--- src/rtl/ust_ram.sv ---
module ust_ram #(
  parameter int WIDTH = 8,
  parameter int DEPTH = 16,
  localparam int AW = $clog2(DEPTH)
) (
  input  logic             clk,
  input  logic             we,
  input  logic [AW-1:0]    waddr,
  input  logic [WIDTH-1:0] wdata,
  input  logic [AW-1:0]    raddr,
  output logic [WIDTH-1:0] rdata
);

  logic [WIDTH-1:0] mem [DEPTH];

  always_ff @(posedge clk) begin
    if (we) begin
      mem[waddr] <= wdata;
    end
    rdata <= mem[raddr];
  end

endmodule
--- config.mk ---
export PLATFORM = sky130hd
export DESIGN_NAME = ust_ram
export DESIGN_NICKNAME = d
export VERILOG_FILES = /design/src/rtl/ust_ram.sv
export SDC_FILE = /design/constraint.sdc
export NUM_CORES = 1
export LEC_CHECK = 0
export BUFFER_PORTS_ARGS = -buffer_cell sky130_fd_sc_hd__buf_2
export CELL_PAD_IN_SITES_DETAIL_PLACEMENT = 1
export CELL_PAD_IN_SITES_GLOBAL_PLACEMENT = 1
export CORE_ASPECT_RATIO = 0.9
export CORE_MARGIN = 3
export CORE_UTILIZATION = 39
export CTS_CLUSTER_DIAMETER = 200
export DETAILED_ROUTE_END_ITERATION = 10
export GPL_ROUTABILITY_DRIVEN = 0
export PLACE_DENSITY_LB_ADDON = 0.2
export SLEW_MARGIN = 10
export SYNTH_ARGS = -nofsm -noshare
export SYNTH_HDL_FRONTEND = slang
export SYNTH_SLANG_ARGS = --single-unit
--- constraint.sdc ---
create_clock -name clk -period 3.2 [get_ports clk]
set_input_delay 0.64 -clock clk [delete_from_list [all_inputs] [get_ports clk]]
set_output_delay 0.64 -clock clk [all_outputs]
set_load 0.01 [all_outputs]
==> results.tsv, run 1 <==
metric	value	unit
seqPwrFrac	50.2	%
fin_skew	0.008133	ns
layout.nets	298	
netlist_top_cells_count	edfxtp_1, mux4_2, a22oi_1	
synth.distinct_cells	19	
worst_pin_slew	0.9124	ns
post_cts_buffers	0	
status	finished clean	
grt_max_degree	21	
antenna_found_initial	0	
leakagePower	2.061	nW
rsz0062_at_grt	no	
cellPowerDensity	656.7	nW/um2
start_util	40.26	%
viasPerCell	5.291	
dp_hpwl	6801	um
path_clk_slew	0.06	ns
area_growth	18.21	%
row_count	39	
comb_power_share	4.6	%
cts_buffer_depth	2	
p_clk_share	45.1	%
r2r_slack	1.81	ns
finalHoldViolations	0	
wl_per_cell	23.35	um
max_slew_margin	38.95	%
netlist_area	5147	um2
first_iter_violations	246	
grt_overflow_total	0	
synth.area.top_cells	edfxtp_1, mux4_2, mux4_1, dfxtp_1, a22oi_1	
seq_area_frac_synth	77.78	%
syn_inst	229	
die-area	14620	um2
clk_latency	0.42	ns
final_cells	457	
total_power	3.996	mW
synth_most_common_cell	edfxtp_1	
cap_violations	0	
crit_required	3.49	ns
die_y	115.0	um
grt_pass1_wl	16480	um
finalWirelength	10670	um
root_buffer	clkbuf_16	
min_path_type	input port to flop	
worstPathArrival	2.21	ns
holdCritStartpoint	wdata[6]	
cp-end-kind	flop	
post-route-period-util	59.91	%
num_vias	2418	
synth_edf_count	128	
period_needed	1.917	ns
internal_power	3.190	mW
drc_errors	0	
synth_top_area_share	74.67	%
ioPinCount	26	
slew_violations	0	
core	12780	um2
cts_hold_buf	0	
fin_tns_setup	0	ns
cts_tree	yes	
port-buffer-count	25	
antenna_left	0	
swShare	20.17	%
cp-startpoint	raddr[0]	
dp.cells	425	
crit_type	input port to flop	
fp.dieW	127.1	um
reg2reg_from	mem[1][0]	
peakVddDrop	0.0004245	V
hold-worst-slack	0.6074	ns
avgSynthCellArea	22.48	um2
grt_pass1_vias	2617	
insertedDiodeCount	0	
synth_nets	247	
cts-resized-gates	0	
dr.pass1.iters	4	
synth_area_leader_cell	edfxtp_1	
yosysWarnings	0	
h-tree-depth	4	
max_freq	521.6	MHz
ys_ff_latch	136	
clkSinkCount	136	
cts_buffers	17	
synthFlopType	edfxtp_1	
track_usage	16.12	%
crit_fanout	20	
setup_viol_count_final	0	
cp-start-kind	input port	
post_route_cells_drive_above_1_share	30.72	%
switchingPower	0.8061	mW
async_reset_ff_share	0	%
[cell type report]
cell class / count / area, um2
fill: 1178 / 6700
sequential: 136 / 4004
multi-input combinational: 83 / 1057
clock buffer: 23 / 478.0
timing repair buffer: 42 / 265.3
tap: 164 / 205.2
clock inverter: 9 / 75.07
[routing by layer]
metal / up-vias / GRT usage (%) / part of all wire (%)
met5: - / 0 / 0
met4: 0 / 6.505 / 1.6
met3: 14 / 4.877 / 4.0
met2: 52 / 25.04 / 48
met1: 1275 / 21.52 / 46
li1: 1077 / - / -
[cell families after synthesis]
logic type	after synthesis	synth area share, %
compound gates	16	2.334
buf+inv	10	1.677
flops	136	77.78
mux	32	15.02
simple gates	35	3.184
[cell usage in the layout, fill, tap and decap left out]
| cell | instances |
|---|---|
| buf_12 | 1 |
| and2_1 | 1 |
| nand3b_1 | 2 |
| a22oi_1 | 16 |
| clkinvlp_4 | 2 |
| buf_4 | 16 |
| buf_2 | 25 |
| bufinv_16 | 1 |
| nor3_1 | 4 |
| mux4_1 | 14 |
| nand3_1 | 1 |
| clkbuf_8 | 3 |
| clkbuf_1 | 3 |
| dfxtp_1 | 8 |
| nand2_1 | 9 |
| nand2b_1 | 2 |
| mux4_2 | 18 |
| nor2_1 | 13 |
| clkinv_2 | 6 |
| clkbuf_16 | 17 |
| nor2b_1 | 1 |
| and2b_1 | 1 |
| edfxtp_1 | 128 |
| or3b_2 | 1 |
[stage by stage]
stage / util (%) / area, um2 / setup WS [ns]
after floorplan: - / 5147 / 1.067
after global placement: 43.27 / 5532 / 0.8265
after detailed placement: 43.27 / 5532 / 0.8063
after CTS: 47.59 / 6085 / 1.243
after global routing: 47.59 / 6085 / 1.156
final: 47.59 / 6085 / 1.283
[state kept, by name, indices dropped and copies added, names as in the netlist]
signal  flops
rdata       8
mem       128
[worst max-delay path, stage by stage]
cell     delay (ns)
buf_2          0.38
buf_12         0.26
mux4_1         0.57
a22oi_1        0.27
nand2_1        0.08
[power groups by stage]
| stage | sequential, mW | combinational [mW] | clock [mW] |
|---|---|---|---|
| floorplan | 2.04 | 0.101 | 0 |
| global placement | 2.04 | 0.186 | 0 |
| detailed placement | 2.04 | 0.190 | 0 |
| CTS | 2.01 | 0.191 | 1.84 |
| global route | 2.01 | 0.204 | 1.92 |
| finish | 2.01 | 0.185 | 1.80 |
[worst paths after layout]
check	to	cells past startpoint
setup / recovery	rdata[2]	5
hold / removal	mem[1][6]	1
setup reg to reg	rdata[0]	3
hold reg to reg	rdata[2]	3
Power figures use the tool's default switching activity.
==> inputs of run 2 (changes only) <==
==> constraint.sdc (replaced) <==
create_clock -name clk -period 1.82 [get_ports clk]
set_input_delay 0.364 -clock clk [delete_from_list [all_inputs] [get_ports clk]]
set_output_delay 0.364 -clock clk [all_outputs]
set_load 0.01 [all_outputs]
==> run 2 against run 1 <==
Clock skew is 0.0026 ns lower. Global-route usage is 0.16 points higher. Die area is the same. Routed wire length is 1.4% higher. Clock power up 78%. First-iteration DRC count fell by 46%. Power rose by 77%. Final area grew 2.1%. Largest cell class unchanged.
==> results.tsv, run 2 (synthesis results as in run 1) <==
metric	value	unit
status	finished clean	
crit_type	input port to flop	
num_vias	2467	
h-tree-depth	4	
cts_buffers	17	
period_needed	1.489	ns
largest_reg_flops	128	
track_usage	16.27	%
worstPathArrival	1.78	ns
dp.cells	438	
grtUsageMet3	3.716	%
grt_overflow_total	0	
core	12780	um2
hold_depth	1	
grt_pass1_vias	2662	
critical-path-top-cell-by-count	buf_12	
die-area	14620	um2
critPathTopFamily	multiplexers	
ff_latch_area	4004	um2
fin_skew	0.005526	ns
cellPowerDensity	1140	nW/um2
first_iter_violations	132	
finalWirelength	10820	um
cp_slowest_cell	mux4_1	
crit_chain	buf_2, buf_12, buf_12, mux4_1, a22oi_1, nand2_1	
ioPinCount	26	
drc_errors	0	
post_route_cells_drive_above_1_share	34.64	%
worst-path-buf-inv	3	
finalHoldViolations	0	
hold-worst-slack	0.3435	ns
reg_top3	mem: 128 flops, rdata: 8 flops	
fillCellCount	1182	
grt-busiest-layer	met2	
multiInputGateArea	1062	um2
insertedDiodeCount	0	
rsz0062_at_grt	no	
post_cts_buffers	0	
max_slew_margin	44.83	%
utilization	48.59	%
cts_hold_buf	0	
viasPerCell	5.249	
stdcell_area	6212	um2
grt_use_met1	21.75	%
die_y	115.0	um
cp-end-kind	flop	
antenna_left	0	
cp-start-kind	input port	
dpl-instance-area	5647	um2
antenna_found_initial	0	
wl_per_cell	23.03	um
pre_cts_slack	-0.1046	ns
cap_violations	0	
layout_common_cells	edfxtp_1, buf_4, buf_2	
crit_required	2.11	ns
dp_hpwl	7313	um
leakagePower	2.127	nW
cts_buffer_depth	2	
max_freq	671.5	MHz
max_stage_delay	0.54	ns
area_growth	20.69	%
clk_latency	0.41	ns
largest_register	mem	
setup_ws	0.3308	ns
worst_pin_slew	0.8245	ns
post-route-period-util	81.82	%
final_common_cell	edfxtp_1	
final_cells	470	
cts-resized-gates	0	
fin_tns_setup	0	ns
path_clk_slew	0.06	ns
cts_tree	yes	
dr.pass1.iters	4	
setup_viol_count_final	0	
fp.dieW	127.1	um
slew_violations	0	
r2r_cells	3	
peakVddDrop	0.0007215	V
root_buffer	clkbuf_16	
total_power	7.084	mW
row_count	39	
grt_max_degree	18	
port-buffer-count	25	
cp_num_cells	6	
grt_pass1_wl	16650	um
start_util	40.26	%
min_path_type	input port to flop	
grtUsageMet2	25.92	%
layout.nets	311	
clkSinkCount	136	
crit_fanout	17	
## run 2: cell type report
cell class	count	area share [%]
clock inverter	14	2.034
sequential	136	64.45
tap	164	3.303
clock buffer	18	7.069
timing repair buffer	55	6.042
multi-input combinational	83	17.10
## run 2: where the power goes
group | internal, mW | switching [mW]
combinational | 0.152 | 0.200
sequential | 3.50 | 0.0233
clock | 1.92 | 1.29
## run 2: metal layers
layer	up-vias	part of all wire (%)	wire, um
met4	0	1.3	139
met3	9	5.0	539
li1	1104	-	-
met5	-	0	0
met2	70	48	5246
met1	1284	45	4899
## run 2: worst paths after layout
| path | from | to | slack [ns] |
|---|---|---|---|
| min | wdata[0] | mem[6][0] | 0.34 |
| max | raddr[0] | rdata[3] | 0.33 |
| max reg2reg | mem[1][3] | rdata[3] | 0.42 |
| min reg2reg | mem[14][2] | rdata[2] | 0.68 |
==> inputs of run 3 (changes only) <==
==> constraint.sdc (replaced) <==
create_clock -name clk -period 1.4 [get_ports clk]
set_input_delay 0.28 -clock clk [delete_from_list [all_inputs] [get_ports clk]]
set_output_delay 0.28 -clock clk [all_outputs]
set_load 0.01 [all_outputs]
==> run 3 against run 2 <==
Via count decreased by 1.3%. Routed wire length decreased by 2.0%. Final area is 1.2% higher. Combinational power is 37% higher. Sequential power grew 30%. Critical endpoint is now rdata[5].
==> results.tsv, run 3 (synthesis results as in run 1) <==
metric	value	unit
status	finished clean	
layout.nets	311	
cp-start-kind	flop	
final_common_cell	edfxtp_1	
h-tree-depth	4	
area_growth	22.10	%
r2r_cells	3	
min_path_type	input port to flop	
fp.dieW	127.1	um
first_iter_violations	261	
layout_common_cells	edfxtp_1, buf_2, buf_4	
post-route-period-util	95.49	%
row_count	39	
clk_latency	0.41	ns
slew_violations	0	
grt_overflow_total	0	
cts_tree	yes	
dr.pass1.iters	4	
viasPerCell	5.179	
worst_pin_slew	0.8206	ns
drc_errors	0	
die_y	115.0	um
crit_required	1.69	ns
core	12780	um2
path_clk_slew	0.05	ns
comb_power_share	5.4	%
setup_viol_count_final	0	
period_needed	1.337	ns
antenna_found_initial	0	
root_buffer	clkbuf_16	
die-area	14620	um2
crit_type	flop to flop	
antenna_left	0	
fin_skew	0.006666	ns
insertedDiodeCount	0	
cts_hold_buf	0	
max_freq	748.0	MHz
multiInputGateArea	1114	um2
crit_fanout	1	
cp-end-kind	flop	
hold_depth	1	
grt_pass1_wl	16440	um
internal_power	7.204	mW
largest_reg_flops	128	
peakVddDrop	0.0007730	V
swShare	19.83	%
port-buffer-count	25	
ff_latch_area	4004	um2
leakagePower	2.140	nW
p_clk_share	43.6	%
finalWirelength	10610	um
clkSinkCount	136	
post_cts_buffers	0	
cts_buffer_depth	2	
cellPowerDensity	1430	nW/um2
num_vias	2434	
largest_register	mem	
cts_buffers	17	
fin_tns_setup	0	ns
ioPinCount	26	
grt_max_degree	19	
start_util	40.26	%
cap_violations	0	
switchingPower	1.782	mW
total_power	8.986	mW
seqPwrFrac	51.0	%
finalHoldViolations	0	
post_route_cells_drive_above_1_share	35.29	%
reg_top3	mem: 128 flops, rdata: 8 flops	
wl_per_cell	22.57	um
track_usage	16.31	%
grt_pass1_vias	2677	
worstPathArrival	1.63	ns
fillCellCount	1171	
rsz0062_at_grt	no	
dp_hpwl	6906	um
max_slew_margin	45.09	%
-- run 3: final timing paths --
path | endpoint | slack (ns) | from
setup / recovery | rdata[5] | 0.06 | mem[9][5]
hold / removal | mem[4][2] | 0.26 | wdata[2]
setup reg to reg | rdata[5] | 0.06 | mem[9][5]
hold reg to reg | rdata[2] | 0.67 | mem[14][2]
-- run 3: what timing repair did --
item	in CTS	in global routing
gates resized for setup	0	5
hold endpoints to repair	0	0
endpoints found under the setup margin	0	5
-- run 3: cell type report --
cell class,count,area share (%)
multi-input cells,83,17.72
repair buffers,55,6.968
well taps,164,3.265
clock inverters,4,0.2787
flip-flops and latches,136,63.71
clock buffers,28,8.063
-- run 3: worst max-delay path, cell delays in order, from the launching register on --
cell and delay [ns]:
edfxtp_1 0.36, mux4_1 0.52, a22oi_1 0.25, nand2_1 0.09
-- run 3: routing by layer --
layer / routed length (um) / global-route usage, %
met4: 192 / 6.648
met5: 0 / 0
met1: 4910 / 22.52
met3: 511 / 5.527
met2: 4993 / 24.05
-- run 3: metrics by stage --
stage          instances  util, %  area [um2]  hold WS, ns  setup slack, ns
3_3_place_gp         438    44.86        5736       0.6522          -0.3783
4_1_cts              470    48.96        6260       0.2439         0.005084
6_report             470    49.16        6285       0.2600          0.06310
5_1_grt              470    49.16        6285       0.2567         0.004160
2_1_floorplan        229        -        5186       0.3789         -0.01647
3_5_place_dp         438    44.86        5736       0.6718          -0.4053
-- run 3: power groups by stage --
stage / Clock (mW) / Sequential (mW) / Combinational (mW)
final: 3.92 / 4.58 / 0.485
after global routing: 4.22 / 4.59 / 0.532
after CTS: 4.01 / 4.58 / 0.488
after detailed placement: 0 / 4.66 / 0.488
after global placement: 0 / 4.66 / 0.475
after floorplan: 0 / 4.67 / 0.238
